File: config.mk
export PLATFORM = sky130hd
export DESIGN_NAME = joint_setpoint_slew_limiter_fade
export DESIGN_NICKNAME = d
export VERILOG_FILES = /design/src/hdl/jssl_pkg.sv /design/src/hdl/jssl_cfg.sv /design/src/hdl/jssl_step.sv /design/src/hdl/jssl_seq.sv /design/src/hdl/joint_setpoint_slew_limiter_fade.sv
export SDC_FILE = /design/constraint.sdc
export NUM_CORES = 2
export LEC_CHECK = 0
export ABC_CLOCK_PERIOD_IN_PS = 9750
export BUFFER_PORTS_ARGS = -buffer_cell sky130_fd_sc_hd__buf_2
export CORE_AREA = 2 2 514 516
export DETAILED_ROUTE_END_ITERATION = 7
export DIE_AREA = 0 0 516 518
export PLACE_DENSITY = 0.55
export SKIP_CTS_REPAIR_TIMING = 1
export SYNTH_ARGS = -nofsm -noshare
export SYNTH_HDL_FRONTEND = slang
export SYNTH_SLANG_ARGS = --single-unit
File: constraint.sdc
create_clock -name clk -period 9.75 [get_ports clk]
set_clock_uncertainty 0.15 [all_clocks]
set_input_delay 0 -clock clk [delete_from_list [all_inputs] [get_ports clk]]
set_output_delay 0 -clock clk [all_outputs]
set_load 0.05 [all_outputs]
File: src/hdl/jssl_pkg.sv
`timescale 1ns / 1ps
// ----------------------------------------------------------------------------
// jssl_pkg: shared types and constants of the joint setpoint slew limiter
// Holds the transaction payload structs, the action and register codes,
// the register reset values, the sequencer state type and its control struct.
// ----------------------------------------------------------------------------
package jssl_pkg;

	localparam int SLOT_W = 4;
	localparam int VALUE_W = 32;
	localparam int WEIGHT_W = 17;
	localparam int PERIOD_W = 17;
	localparam int BASE_W = 31;
	localparam int TICK_W = 16;
	localparam int MASK_W = 16;
	localparam int MAX_SLOTS = 16;

	// Action codes of an input item.
	localparam logic [1:0] ACT_FEEDBACK = 2'd0;
	localparam logic [1:0] ACT_TARGET = 2'd1;
	localparam logic [1:0] ACT_TICK = 2'd2;

	// Configuration register indexes.
	localparam int CFG_INDEX_W = 3;
	localparam logic [CFG_INDEX_W-1:0] CFG_ENABLE_MASK = 3'd0;
	localparam logic [CFG_INDEX_W-1:0] CFG_BASE_STEP = 3'd1;
	localparam logic [CFG_INDEX_W-1:0] CFG_STEP_PERIOD = 3'd2;
	localparam logic [CFG_INDEX_W-1:0] CFG_TIMEOUT = 3'd3;
	localparam logic [CFG_INDEX_W-1:0] CFG_FADE_INC = 3'd4;

	// Register reset values.
	localparam logic [MASK_W-1:0] RST_ENABLE_MASK = 16'd0;
	localparam logic [BASE_W-1:0] RST_BASE_STEP = 31'd1311;
	localparam logic [PERIOD_W-1:0] RST_STEP_PERIOD = 17'd655;
	localparam logic [TICK_W-1:0] RST_TIMEOUT = 16'd50;
	localparam logic [PERIOD_W-1:0] RST_FADE_INC = 17'd655;

	localparam logic [TICK_W-1:0] TICKS_MAX = 16'hFFFF;

	typedef struct packed {
		logic [1:0] action;
		logic [SLOT_W-1:0] joint;
		logic signed [VALUE_W-1:0] position;
		logic signed [VALUE_W-1:0] velocity;
		logic final_feedback;
	} item_t;

	typedef struct packed {
		logic [SLOT_W-1:0] slot;
		logic signed [VALUE_W-1:0] command_position;
		logic signed [VALUE_W-1:0] command_velocity;
		logic [WEIGHT_W-1:0] fade_weight;
		logic final_command;
	} result_t;

	typedef struct packed {
		logic [MASK_W-1:0] joint_enable_mask;
		logic [BASE_W-1:0] base_max_step;
		logic [PERIOD_W-1:0] step_period;
		logic [TICK_W-1:0] timeout_ticks;
		logic [PERIOD_W-1:0] fade_increment;
	} cfg_regs_t;

	typedef enum logic [2:0] {
		ST_IDLE,
		ST_SCAN,
		ST_MUL,
		ST_LIMIT,
		ST_MOVE,
		ST_EMIT
	} seq_state_t;

	// Strobes from the sequencer to the step unit and the storage.
	typedef struct packed {
		logic busy;
		logic load;
		logic mul;
		logic limit;
		logic move;
		logic emit;
		logic final_cmd;
	} seq_ctrl_t;

endpackage

File: src/hdl/jssl_cfg.sv
`timescale 1ns / 1ps
// ----------------------------------------------------------------------------
// jssl_cfg: configuration register file
// Holds the five control registers, masks written data to each register's
// width and ignores writes to indexes beyond the list.
// ----------------------------------------------------------------------------
module jssl_cfg
	import jssl_pkg::*;
(
	input  logic clk,
	input  logic arst_n,
	input  logic wr_en,
	input  logic [CFG_INDEX_W-1:0] wr_index,
	input  logic [31:0] wr_data,
	output cfg_regs_t regs
);

	cfg_regs_t regs_q;

	always_ff @(posedge clk or negedge arst_n) begin
		if (!arst_n) begin
			regs_q.joint_enable_mask <= RST_ENABLE_MASK;
			regs_q.base_max_step <= RST_BASE_STEP;
			regs_q.step_period <= RST_STEP_PERIOD;
			regs_q.timeout_ticks <= RST_TIMEOUT;
			regs_q.fade_increment <= RST_FADE_INC;
		end else if (wr_en) begin
			unique case (wr_index)
				CFG_ENABLE_MASK: regs_q.joint_enable_mask <= wr_data[MASK_W-1:0];
				CFG_BASE_STEP:   regs_q.base_max_step <= wr_data[BASE_W-1:0];
				CFG_STEP_PERIOD: regs_q.step_period <= wr_data[PERIOD_W-1:0];
				CFG_TIMEOUT:     regs_q.timeout_ticks <= wr_data[TICK_W-1:0];
				CFG_FADE_INC:    regs_q.fade_increment <= wr_data[PERIOD_W-1:0];
				default: begin
				end
			endcase
		end
	end

	assign regs = regs_q;

endmodule

File: src/hdl/jssl_step.sv
`timescale 1ns / 1ps
// ----------------------------------------------------------------------------
// jssl_step: shared step arithmetic unit
// Forms the per-slot step limit from the target velocity and moves the
// command toward the target by at most that limit, one operation per cycle.
// ----------------------------------------------------------------------------
module jssl_step
	import jssl_pkg::*;
#(
	parameter int FRACTION_BITS = 16
) (
	input  logic clk,
	input  seq_ctrl_t ctrl,
	input  logic signed [VALUE_W-1:0] velocity,
	input  logic signed [VALUE_W-1:0] target,
	input  logic signed [VALUE_W-1:0] current,
	input  logic [PERIOD_W-1:0] step_period,
	input  logic [BASE_W-1:0] base_max_step,
	output logic signed [VALUE_W-1:0] next_position,
	output logic signed [VALUE_W-1:0] velocity_out
);

	localparam int PROD_W = VALUE_W + PERIOD_W;
	localparam int TRIPLE_W = PROD_W + 2;
	localparam int DIFF_W = VALUE_W + 1;

	logic [VALUE_W-1:0] mag_q;
	logic signed [VALUE_W-1:0] vel_q;
	logic signed [VALUE_W-1:0] tgt_q;
	logic signed [VALUE_W-1:0] cur_q;
	logic [PROD_W-1:0] prod_q;
	logic [TRIPLE_W-1:0] maxd_q;
	logic signed [VALUE_W-1:0] next_q;

	logic [TRIPLE_W-1:0] triple;
	logic [TRIPLE_W-1:0] vterm;
	logic [TRIPLE_W-1:0] base_ext;
	logic signed [DIFF_W-1:0] diff;
	logic signed [DIFF_W:0] diff_x;
	logic signed [DIFF_W:0] maxd_lo;
	logic limit_big;
	logic signed [VALUE_W-1:0] next_val;

	// Three times the product, then the Q-format shift with one more bit for
	// the halving of 1.5.
	assign triple = {2'b00, prod_q} + {1'b0, prod_q, 1'b0};
	assign vterm = triple >> (FRACTION_BITS + 1);
	assign base_ext = TRIPLE_W'(base_max_step);

	assign diff = DIFF_W'(tgt_q) - DIFF_W'(cur_q);
	assign diff_x = (DIFF_W + 1)'(diff);
	// A limit at or above 2^33 always reaches the target.
	assign limit_big = |maxd_q[TRIPLE_W-1:DIFF_W];
	assign maxd_lo = $signed({1'b0, maxd_q[DIFF_W-1:0]});

	always_comb begin
		next_val = tgt_q;
		if (!limit_big) begin
			if (diff_x > maxd_lo) begin
				next_val = cur_q + $signed(maxd_q[VALUE_W-1:0]);
			end else if (diff_x < -maxd_lo) begin
				next_val = cur_q - $signed(maxd_q[VALUE_W-1:0]);
			end
		end
	end

	always_ff @(posedge clk) begin
		if (ctrl.load) begin
			mag_q <= velocity[VALUE_W-1] ? VALUE_W'(-velocity) : VALUE_W'(velocity);
			vel_q <= velocity;
			tgt_q <= target;
			cur_q <= current;
		end
		if (ctrl.mul) begin
			prod_q <= PROD_W'(mag_q) * PROD_W'(step_period);
		end
		if (ctrl.limit) begin
			maxd_q <= (vterm > base_ext) ? vterm : base_ext;
		end
		if (ctrl.move) begin
			next_q <= next_val;
		end
	end

	assign next_position = next_q;
	assign velocity_out = vel_q;

endmodule

File: src/hdl/jssl_seq.sv
`timescale 1ns / 1ps
// ----------------------------------------------------------------------------
// jssl_seq: tick sequencer
// Walks the joint slots once per control tick and drives the step unit
// through load, multiply, limit, move and emit for each active slot.
// ----------------------------------------------------------------------------
module jssl_seq
	import jssl_pkg::*;
#(
	parameter int SLOTS = 16,
	parameter int SLOT_IDX_W = 4
) (
	input  logic clk,
	input  logic arst_n,
	input  logic start,
	input  logic [SLOTS-1:0] active,
	input  logic out_free,
	output logic [SLOT_IDX_W-1:0] slot,
	output seq_ctrl_t ctrl
);

	seq_state_t state_q, state_d;
	logic [SLOT_IDX_W-1:0] slot_q;
	logic last_slot;
	logic more_above;

	assign last_slot = (slot_q == SLOT_IDX_W'(SLOTS - 1));

	always_comb begin
		more_above = 1'b0;
		for (int i = 0; i < SLOTS; i++) begin
			if ((SLOT_IDX_W'(i) > slot_q) && active[i]) begin
				more_above = 1'b1;
			end
		end
	end

	always_comb begin
		state_d = state_q;
		unique case (state_q)
			ST_IDLE: begin
				if (start) begin
					state_d = ST_SCAN;
				end
			end
			ST_SCAN: begin
				if (active[slot_q]) begin
					state_d = ST_MUL;
				end else if (last_slot) begin
					state_d = ST_IDLE;
				end
			end
			ST_MUL:   state_d = ST_LIMIT;
			ST_LIMIT: state_d = ST_MOVE;
			ST_MOVE:  state_d = ST_EMIT;
			ST_EMIT: begin
				if (out_free) begin
					state_d = last_slot ? ST_IDLE : ST_SCAN;
				end
			end
			default: state_d = ST_IDLE;
		endcase
	end

	always_comb begin
		ctrl = '0;
		ctrl.busy = (state_q != ST_IDLE);
		ctrl.final_cmd = !more_above;
		unique case (state_q)
			ST_IDLE: begin
			end
			ST_SCAN:  ctrl.load = active[slot_q];
			ST_MUL:   ctrl.mul = 1'b1;
			ST_LIMIT: ctrl.limit = 1'b1;
			ST_MOVE:  ctrl.move = 1'b1;
			ST_EMIT:  ctrl.emit = out_free;
			default: begin
			end
		endcase
	end

	always_ff @(posedge clk or negedge arst_n) begin
		if (!arst_n) begin
			state_q <= ST_IDLE;
			slot_q <= '0;
		end else begin
			state_q <= state_d;
			if (state_q == ST_IDLE) begin
				slot_q <= '0;
			end else if ((state_q == ST_SCAN && !active[slot_q] && !last_slot) ||
					(state_q == ST_EMIT && out_free && !last_slot)) begin
				slot_q <= slot_q + 1'b1;
			end
		end
	end

	assign slot = slot_q;

endmodule

File: src/hdl/joint_setpoint_slew_limiter_fade.sv
`timescale 1ns / 1ps
// ----------------------------------------------------------------------------
// joint_setpoint_slew_limiter_fade: multi-joint setpoint ramp with fade
// Ramps each enabled joint's position command toward its target by a
// velocity-dependent step per control tick, and fades a command authority
// weight in or out depending on how recently a target arrived.
// ----------------------------------------------------------------------------
//
// Channel   Direction  Handshake                  Payload
// item      in         item_valid / item_ready    item_t   (action, joint, ...)
// result    out        result_valid / result_ready result_t (slot, command, ...)
// cfg       in         cfg_valid / cfg_ready      cfg_index, cfg_data
//
// A feedback or target transaction leaves item_ready high. A tick transaction
// holds item_ready low while the sequencer walks the slots: an inactive slot
// passes through the scan step only, an active slot through scan, multiply,
// limit, move and emit. The single multiplier in the step unit and the
// one-slot-at-a-time walk set the length of a tick.
// A result waiting in the output register stalls only the emit step.
// Reset clears control state and the registers; there is no clearing pass.
// The configuration port is always ready.
// ----------------------------------------------------------------------------
module joint_setpoint_slew_limiter_fade
	import jssl_pkg::*;
#(
	parameter int JOINT_SLOTS = 16,
	parameter int FRACTION_BITS = 16
) (
	input  logic clk,
	input  logic arst_n,
	input  logic item_valid,
	output logic item_ready,
	input  item_t item,
	output logic result_valid,
	input  logic result_ready,
	output result_t result,
	input  logic cfg_valid,
	output logic cfg_ready,
	input  logic [CFG_INDEX_W-1:0] cfg_index,
	input  logic [31:0] cfg_data
);

	// Only slots addressable by the joint field are ever used.
	localparam int SLOTS = (JOINT_SLOTS < MAX_SLOTS) ? JOINT_SLOTS : MAX_SLOTS;
	localparam int SLOT_IDX_W = (SLOTS > 1) ? $clog2(SLOTS) : 1;
	// The weight must hold 1.0 in the chosen fraction format.
	localparam int W_W = (FRACTION_BITS + 1 > WEIGHT_W) ? FRACTION_BITS + 1 : WEIGHT_W;
	localparam logic [W_W:0] WEIGHT_ONE = (W_W + 1)'(1) << FRACTION_BITS;

	cfg_regs_t cfg;
	seq_ctrl_t ctrl;
	logic [SLOT_IDX_W-1:0] seq_slot;

	// Per-slot storage. Commands and targets have no reset; the velocity
	// reads as zero until a target transaction writes it.
	logic signed [VALUE_W-1:0] cur_cmd_q [SLOTS];
	logic signed [VALUE_W-1:0] tgt_pos_q [SLOTS];
	logic signed [VALUE_W-1:0] tgt_vel_q [SLOTS];
	logic [SLOTS-1:0] vel_written_q;
	logic [SLOTS-1:0] tgt_valid_q;

	logic initialized_q;
	logic [TICK_W-1:0] ticks_q;
	logic [W_W-1:0] weight_q;

	logic result_valid_q;
	result_t result_q;

	logic item_fire;
	logic joint_enabled;
	logic [SLOT_IDX_W-1:0] joint_idx;
	logic do_feedback;
	logic do_target;
	logic do_tick;
	logic [SLOTS-1:0] active;
	logic out_free;
	logic signed [VALUE_W-1:0] rd_vel;
	logic [W_W:0] weight_sum;
	logic [W_W-1:0] weight_up;
	logic [W_W-1:0] weight_dn;
	logic [W_W-1:0] inc_ext;
	logic signed [VALUE_W-1:0] next_position;
	logic signed [VALUE_W-1:0] step_velocity;

	jssl_cfg u_cfg (
		.clk      (clk),
		.arst_n   (arst_n),
		.wr_en    (cfg_valid),
		.wr_index (cfg_index),
		.wr_data  (cfg_data),
		.regs     (cfg)
	);

	assign cfg_ready = 1'b1;

	assign item_ready = !ctrl.busy;
	assign item_fire = item_valid && item_ready;

	// A joint beyond the implemented slots is never enabled.
	assign joint_idx = item.joint[SLOT_IDX_W-1:0];
	assign joint_enabled = ({1'b0, item.joint} < (SLOT_W + 1)'(SLOTS)) &&
		cfg.joint_enable_mask[item.joint];

	assign do_feedback = item_fire && (item.action == ACT_FEEDBACK) && !initialized_q;
	assign do_target = item_fire && (item.action == ACT_TARGET) && initialized_q;
	assign do_tick = item_fire && (item.action == ACT_TICK) && initialized_q;

	assign active = cfg.joint_enable_mask[SLOTS-1:0] & tgt_valid_q;
	assign out_free = !result_valid_q || result_ready;

	jssl_seq #(
		.SLOTS      (SLOTS),
		.SLOT_IDX_W (SLOT_IDX_W)
	) u_seq (
		.clk      (clk),
		.arst_n   (arst_n),
		.start    (do_tick),
		.active   (active),
		.out_free (out_free),
		.slot     (seq_slot),
		.ctrl     (ctrl)
	);

	assign rd_vel = vel_written_q[seq_slot] ? tgt_vel_q[seq_slot] : '0;

	jssl_step #(
		.FRACTION_BITS (FRACTION_BITS)
	) u_step (
		.clk           (clk),
		.ctrl          (ctrl),
		.velocity      (rd_vel),
		.target        (tgt_pos_q[seq_slot]),
		.current       (cur_cmd_q[seq_slot]),
		.step_period   (cfg.step_period),
		.base_max_step (cfg.base_max_step),
		.next_position (next_position),
		.velocity_out  (step_velocity)
	);

	// Fade weight: ramp up while a target is recent, down otherwise,
	// clamped to zero and to 1.0.
	assign inc_ext = W_W'(cfg.fade_increment);
	assign weight_sum = (W_W + 1)'(weight_q) + (W_W + 1)'(cfg.fade_increment);
	assign weight_up = (weight_sum > WEIGHT_ONE) ? W_W'(WEIGHT_ONE) : W_W'(weight_sum);
	assign weight_dn = (weight_q > inc_ext) ? (weight_q - inc_ext) : '0;

	always_ff @(posedge clk or negedge arst_n) begin
		if (!arst_n) begin
			initialized_q <= 1'b0;
			ticks_q <= TICKS_MAX;
			weight_q <= '0;
			tgt_valid_q <= '0;
			vel_written_q <= '0;
		end else begin
			if (do_feedback) begin
				if (item.final_feedback) begin
					initialized_q <= 1'b1;
				end
				if (joint_enabled) begin
					tgt_valid_q[joint_idx] <= 1'b1;
				end
			end
			if (do_target) begin
				ticks_q <= '0;
				if (joint_enabled) begin
					tgt_valid_q[joint_idx] <= 1'b1;
					vel_written_q[joint_idx] <= 1'b1;
				end
			end
			if (do_tick) begin
				weight_q <= (ticks_q < cfg.timeout_ticks) ? weight_up : weight_dn;
				if (ticks_q != TICKS_MAX) begin
					ticks_q <= ticks_q + 1'b1;
				end
			end
		end
	end

	// Slot storage. Item writes and the sequencer's command write-back never
	// coincide, since items are only taken while the sequencer is idle.
	always_ff @(posedge clk) begin
		if (do_feedback && joint_enabled) begin
			cur_cmd_q[joint_idx] <= item.position;
			tgt_pos_q[joint_idx] <= item.position;
		end
		if (do_target && joint_enabled) begin
			tgt_pos_q[joint_idx] <= item.position;
			tgt_vel_q[joint_idx] <= item.velocity;
		end
		if (ctrl.emit) begin
			cur_cmd_q[seq_slot] <= next_position;
		end
	end

	// Output register: one result transaction per moved slot.
	always_ff @(posedge clk or negedge arst_n) begin
		if (!arst_n) begin
			result_valid_q <= 1'b0;
		end else if (ctrl.emit) begin
			result_valid_q <= 1'b1;
		end else if (result_ready) begin
			result_valid_q <= 1'b0;
		end
	end

	always_ff @(posedge clk) begin
		if (ctrl.emit) begin
			result_q.slot <= SLOT_W'(seq_slot);
			result_q.command_position <= next_position;
			result_q.command_velocity <= step_velocity;
			result_q.fade_weight <= weight_q[WEIGHT_W-1:0];
			result_q.final_command <= ctrl.final_cmd;
		end
	end

	assign result_valid = result_valid_q;
	assign result = result_q;

endmodule

Word-level counts from Yosys, hierarchy flattened
Memory sizes are Yosys's and may differ from the RTL's. A register that Yosys moved wholly into a read port is not among the register bits. Cells that the tools add are included.

$add $sub $neg: 10. Multiply operators: 1. $lt $le $gt $ge: 25. Equality and inequality tests: 16. Muxes and demuxes: 65. Bitwise operators: 5. Reductions and logical operators: 54.

Operators with widths (count): 32-bit 2-to-1 mux (6); 16-bit 2-to-1 mux (7); 31-bit 2-to-1 mux (2); 49-bit by 50-bit adder with 51-bit output (1); 17-bit 2-to-1 mux (3); 32-bit by 17-bit multiplier with 49-bit output (1); 16-bit OR (3); 1-bit 2-to-1 mux (35); 33-bit by 34-bit > comparator with 1-bit output (1); 34-bit by 31-bit > comparator with 1-bit output (1); 33-bit by 34-bit < comparator with 1-bit output (1); 33-bit negator with 34-bit output (1); 32-bit by 32-bit subtractor with 33-bit output (1); 32-bit adder (1); 4-bit > comparator (first input constant) (8); 32-bit negator (1); 32-bit OR reduction (1); 32-bit subtractor (1); 1-bit logical AND (30); 17-bit by 17-bit adder with 18-bit output (1); 18-bit by 17-bit > comparator with 1-bit output (second input constant) (1); 3-bit one-hot mux with 6 select lines (1); 18-bit OR reduction (1); 17-bit > comparator (1); 33 further kinds (66).

Flip-flop bits (word level): 453. Memory bits (writable): 1536. Input bits: 111. Output and inout bits: 89. Word-level logic and storage cells: 204. Memories: 3.

Memories: cur_cmd_q (depth 16, width 32, read ports 1, clocked after Yosys merged registers in 1, write ports 1, RTL line joint_setpoint_slew_limiter_fade.sv:56) `logic signed [VALUE_W-1:0] cur_cmd_q [SLOTS];`; tgt_pos_q (depth 16, width 32, read ports 1, clocked after Yosys merged registers in 1, write ports 1, RTL line joint_setpoint_slew_limiter_fade.sv:57) `logic signed [VALUE_W-1:0] tgt_pos_q [SLOTS];`; tgt_vel_q (depth 16, width 32, read ports 1, clocked after Yosys merged registers in 0, write ports 1, RTL line joint_setpoint_slew_limiter_fade.sv:58) `logic signed [VALUE_W-1:0] tgt_vel_q [SLOTS];`.

Logic depth before layout (Yosys ltp)
Word-level depth: 19. Depth in mapped cells: 27. Depth with buffers taken out: 25.

By module
A second synthesis with hierarchy kept.

Cells, all modules: 7714. Area, all modules: 112276.4 sq um.

Modules (own cells, without submodules): joint_setpoint_slew_limiter_fade (times used 1, cells each 3578, area an instance 72396.9 sq um, seq. area each 50403.3 sq um); jssl_step (times used 1, cells each 3826, area an instance 35358.9 sq um, seq. area each 7267.0 sq um); jssl_cfg (times used 1, cells each 208, area an instance 3703.6 sq um, seq. area each 2454.9 sq um); jssl_seq (times used 1, cells each 102, area an instance 817.0 sq um, seq. area each 175.2 sq um).

Worst setup path before layout
OpenSTA, ideal clock, no wires.

Path type: register -> register. From: reg u_seq.slot_q[1] (netlist: u_seq.slot[1]). To: reg u_seq.state_q[1]. Library setup time: 101 ps. Data arrival time: 8651 ps. Required time: 9499 ps. Slack: 848 ps. Stages on the path, launching flop included: 10. Buffers on the path: 4. Clock period less this slack: 8902 ps. Cells stage by stage: dfrtp_1 > buf_2 > buf_4 > clkbuf_1 > buf_1 > inv_1 > mux4_2 > mux4_2 > nor2b_1 > or2_2.

Word-level cells in the longest chain between the ends: 4. Elaborated cells on any way between the ends: 7. Those cells by class: eq/ne: 2; mux: 4; reduce/logical: 1.

Ends and longest elaborated chain: start: declaration (RTL line jssl_seq.sv:23) `logic [SLOT_IDX_W-1:0] slot_q;`; start signal: assignment (RTL line jssl_seq.sv:92) `slot_q <= slot_q + 1'b1;`; 1-bit binary-select mux with 4-bit select (RTL line jssl_seq.sv:47) `if (active[slot_q]) begin`; 1-bit 2-to-1 mux (implied by the code) (RTL line jssl_seq.sv:47); 3-bit 2-to-1 mux or 3-bit by 1-bit != test with 1-bit output (tied branches); 3-bit one-hot mux with 6 select lines or 3-bit AND reduction (tied branches); end signal: assignment (RTL line jssl_seq.sv:87) `state_q <= state_d;`; end: declaration (RTL line jssl_seq.sv:22) `seq_state_t state_q, state_d;`.

Parallel ways exist; a longest one is shown, timed or not. The select of a mux whose other input is x is not followed. A chain may end at the register's enable or synchronous reset.

Worst setup path in the final report
From: reg u_cfg.regs[35] (netlist name). To: reg u_step.prod_q[47], data pin.

Word-level cells in the longest chain between the ends: 1.

Ends and longest elaborated chain: 32-bit by 17-bit multiplier with 49-bit output (RTL line jssl_step.sv:75) `prod_q <= PROD_W'(mag_q) * PROD_W'(step_period);`; end signal: assignment (RTL line jssl_step.sv:75); end: declaration (RTL line jssl_step.sv:31) `logic [PROD_W-1:0] prod_q;`.

Every way passes these cells.

==> metrics.cfg <==
[run_status]
status=finished, violations left
violations=hold timing

[critical_path]
cpMostUsedCell=fa_1
end_kind=register
path_buf_inv=3
path_delay_family=adder cells
rr_endpoint=u_step.prod_q[47]$_DFFE_PP_
rrSetupSlack_ps=1420
cp_cell_sequence=nand2_1, fa_1, fa_1, fa_1, inv_1, fa_1, fa_1, inv_1, fa_1, inv_1, ha_1, a21oi_1, o211ai_1, a21oi_1, a21oi_1, o41ai_1, nand2_1, o21ai_0, o311ai_0, o41ai_1, xnor2_1
worstPathMaxFanout=33
required_ps=10160
reg2regPathDepth=21
slowest_stage=dfstp_2
worst-setup-path-type=reg -> reg
start_kind=register
cp.arrival_ps=8740
reg2reg_from=u_cfg.regs[35]$_DFFE_PN1P_
crit_path_max_incr_delay_ps=1070

[route]
ant_nets=0
route.detailed.drc=0
wire_per_inst_um=25.9
drtIter0Drc=5852
route.vias.total=66500
viasPerCell=5.59
wirelength_um=308000
drt_pass1_iterations=5

[power]
p_int_mw=22.1
clock_power_share_pct=23.8
leakage_nw=45.1
seqPwrFrac_pct=30.8
power.total_mw=35.6
power.switching_mw=13.4
p_comb_share_pct=45.4
powerDensity_mw_per_mm2=292
p_sw_share_pct=37.8
ir_worst_vdd_mv=0.480

[die]
ioPinCount=200
die_w_um=516
row_count=188
initial_core_util_pct=40.8
core_area_mm2=0.262
die_area_mm2=0.267
die_height_um=518

[synth]
syn_area_mm2=0.107
syn_avg_cell_area_um2=13.8
synthArstFlopShare_pct=8.40
yosysTopAreaCell=edfxtp_1
synth.top_cells.by_area=edfxtp_1 52%, fa_1 8.5%, mux4_2 5.1%
yosysTopAreaCellShare_pct=52.5
synth_seq_cells=2035
synthTopCellsByCount=1864 x edfxtp_1, 768 x inv_1, 676 x nand2_1, 454 x fa_1, 417 x ha_1
synth_cells=7745
synth_nets=8727
yosysWarnings=0
seq_area_frac_synth_pct=56.5
yosysMostFrequentCell=edfxtp_1
synth-main-ff-cell=edfxtp_1
yosysUniqueCellTypes=93
synth-edff-count=1864

[timing]
maxSlewViolCount=0
worstMarginPinSlew_ps=1320
max_freq_mhz=120
slew_headroom_pct=11.2
setup-violations-final=0
hold_viol=15
final.setup.tns_ps=0
hold_slack_ps=-3.58
rsz0062_at_grt=false
period_share_pct=85.4
fin_crit_ps=8330

[min_path]
hold_path_depth=4
worstHoldEndpoint=u_cfg.regs[15]$_DFFE_PN0P_
hp-class=in -> reg
hp-start=cfg_data[15]

[place]
place_congestion=0.919
dp_hpwl_um=197000
portBuffers=197

[clock_tree]
h-tree-depth=4
cts_tree=done
clk_path_buf_depth=4
clkSlewWorstSetupHoldPaths_ps=70
cts_buffers=218
root_buffer=clkbuf_16
cts_sinks=2035
clock_latency_ps=910

[global_routing]
track_usage_pct=22.7
grt_pass1_vias=66500
grt_max_degree=129
grt_pass1_wl_um=449000
grt_antenna_before_repair=34
grt_overflow=0

[job]
maxCapViolations=0

[cells_and_area]
area_growth_pct=14.2
nets=9178
layout-drive-gt1-share_pct=13.6
n_fill_cell=23200

## cells by family (layout without fill, tap and decap cells)
family,Yosys count,count (layout),synth area share [%]
compound gates,1210,1210,7.69
xor+xnor,169,169,1.39
simple gates,1681,1681,7.42
flops,2035,2035,56.5
fa+ha+maj,872,872,13.4
mux,672,672,9.44
buf+inv,1105,1726,4.10
other cells,1,20,0.00352
## worst max path at each step
stage / cells after the start / end / startpoint / slack [ps]
2_1_floorplan: 9 / u_seq.state_q[1]$_DFFE_PN0P_ / u_seq.slot[1]$_DFFE_PN0P_ / 850
3_3_place_gp: 21 / u_step.prod_q[47]$_DFFE_PP_ / u_cfg.regs[35]$_DFFE_PN1P_ / 1510
3_5_place_dp: 21 / u_step.prod_q[47]$_DFFE_PP_ / u_cfg.regs[35]$_DFFE_PN1P_ / 1400
4_1_cts: 21 / u_step.prod_q[47]$_DFFE_PP_ / u_cfg.regs[35]$_DFFE_PN1P_ / 1340
5_1_grt: 21 / u_step.prod_q[47]$_DFFE_PP_ / u_cfg.regs[35]$_DFFE_PN1P_ / 860
6_report: 21 / u_step.prod_q[47]$_DFFE_PP_ / u_cfg.regs[35]$_DFFE_PN1P_ / 1420
## worst reg2reg max path, delay by kind of cell, from the launching register on
kind | cells | cell delay, ps
AOI/OAI and AO/OA | 8 | 2720
buffers and inverters | 3 | 150
xor gates and xnor gates | 1 | 120
and+or+nand+nor | 2 | 410
adders and majority gates | 7 | 3400
DFF | 1 | 1070
## layout make-up
cell class | count | area (um2) | share of cell area, %
Sequential cell | 2035 | 60300 | 49.5
Clock buffer | 259 | 5740 | 4.72
Antenna cell | 19 | 47.5 | 0.0390
Inverter | 770 | 2900 | 2.38
Tap cell | 3515 | 4400 | 3.61
Multi-Input combinational cell | 4605 | 42400 | 34.8
Timing Repair Buffer | 566 | 4470 | 3.67
Clock inverter | 131 | 1500 | 1.23
## power groups by stage
stage	clock network, mW	logic [mW]	registers (mW)
2_1_floorplan	0	11.6	11.0
3_3_place_gp	0	15.8	11.1
3_5_place_dp	0	16.0	11.1
4_1_cts	8.64	16.1	11.0
5_1_grt	8.97	18.1	11.0
6_report	8.46	16.1	11.0
## per-layer routing
layer / wire [um] / track usage (%) / up-vias / part of all wire, %
met5: 135 / 0 / - / 0.044
met4: 8830 / 6.30 / 20 / 2.9
met3: 20200 / 3.59 / 441 / 6.6
met2: 141000 / 35.2 / 2204 / 46
met1: 138000 / 33.0 / 34500 / 45
li1: - / - / 29400 / -
## cells in the final DEF (no fill, tap or decap), types with 45 or more instances in the layout
cell	instances
edfxtp_1	1864
inv_1	765
nand2_1	675
fa_1	454
ha_1	417
mux2i_1	335
a21oi_1	292
nor2_1	287
dlygate4sd3_1	250
mux4_2	241
and2_1	228
clkbuf_16	221
buf_2	196
o21ai_0	192
o221ai_1	180
dfrtp_1	130
xnor2_1	121
buf_4	113
o22ai_1	94
a21o_1	92
mux2_2	82
nand3_1	80
nor3_1	60
xor2_1	48
or2_2	47
nand4_1	46
nor2_4	46
nor2b_1	45
## sequential cells by signal (all words and copies together) (netlist names), 17 cells and up
signal	cells
u_step.tgt_q	32
weight_q	17
u_step.next_position	32
u_step.prod_q	49
u_step.velocity_out	32
u_cfg.regs	97
u_step.cur_q	32
u_step.mag_q	31
result	86
tgt_vel_q	512
cur_cmd_q	512
u_step.maxd_q	34
tgt_pos_q	512
## per-stage QoR
| step | util, % | setup slack (ps) | std cells | cell area (um2) |
|---|---|---|---|---|
| finish | 46.6 | 1420 | 11900 | 122000 |
| global route | 46.5 | 861 | 11900 | 122000 |
| CTS | 45.6 | 1340 | 11600 | 119000 |
| detailed placement | 42.8 | 1400 | 11200 | 112000 |
| global placement | 42.8 | 1510 | 11200 | 112000 |
| floorplan | - | 848 | 7745 | 107000 |
Power figures use the tool's default switching activity.
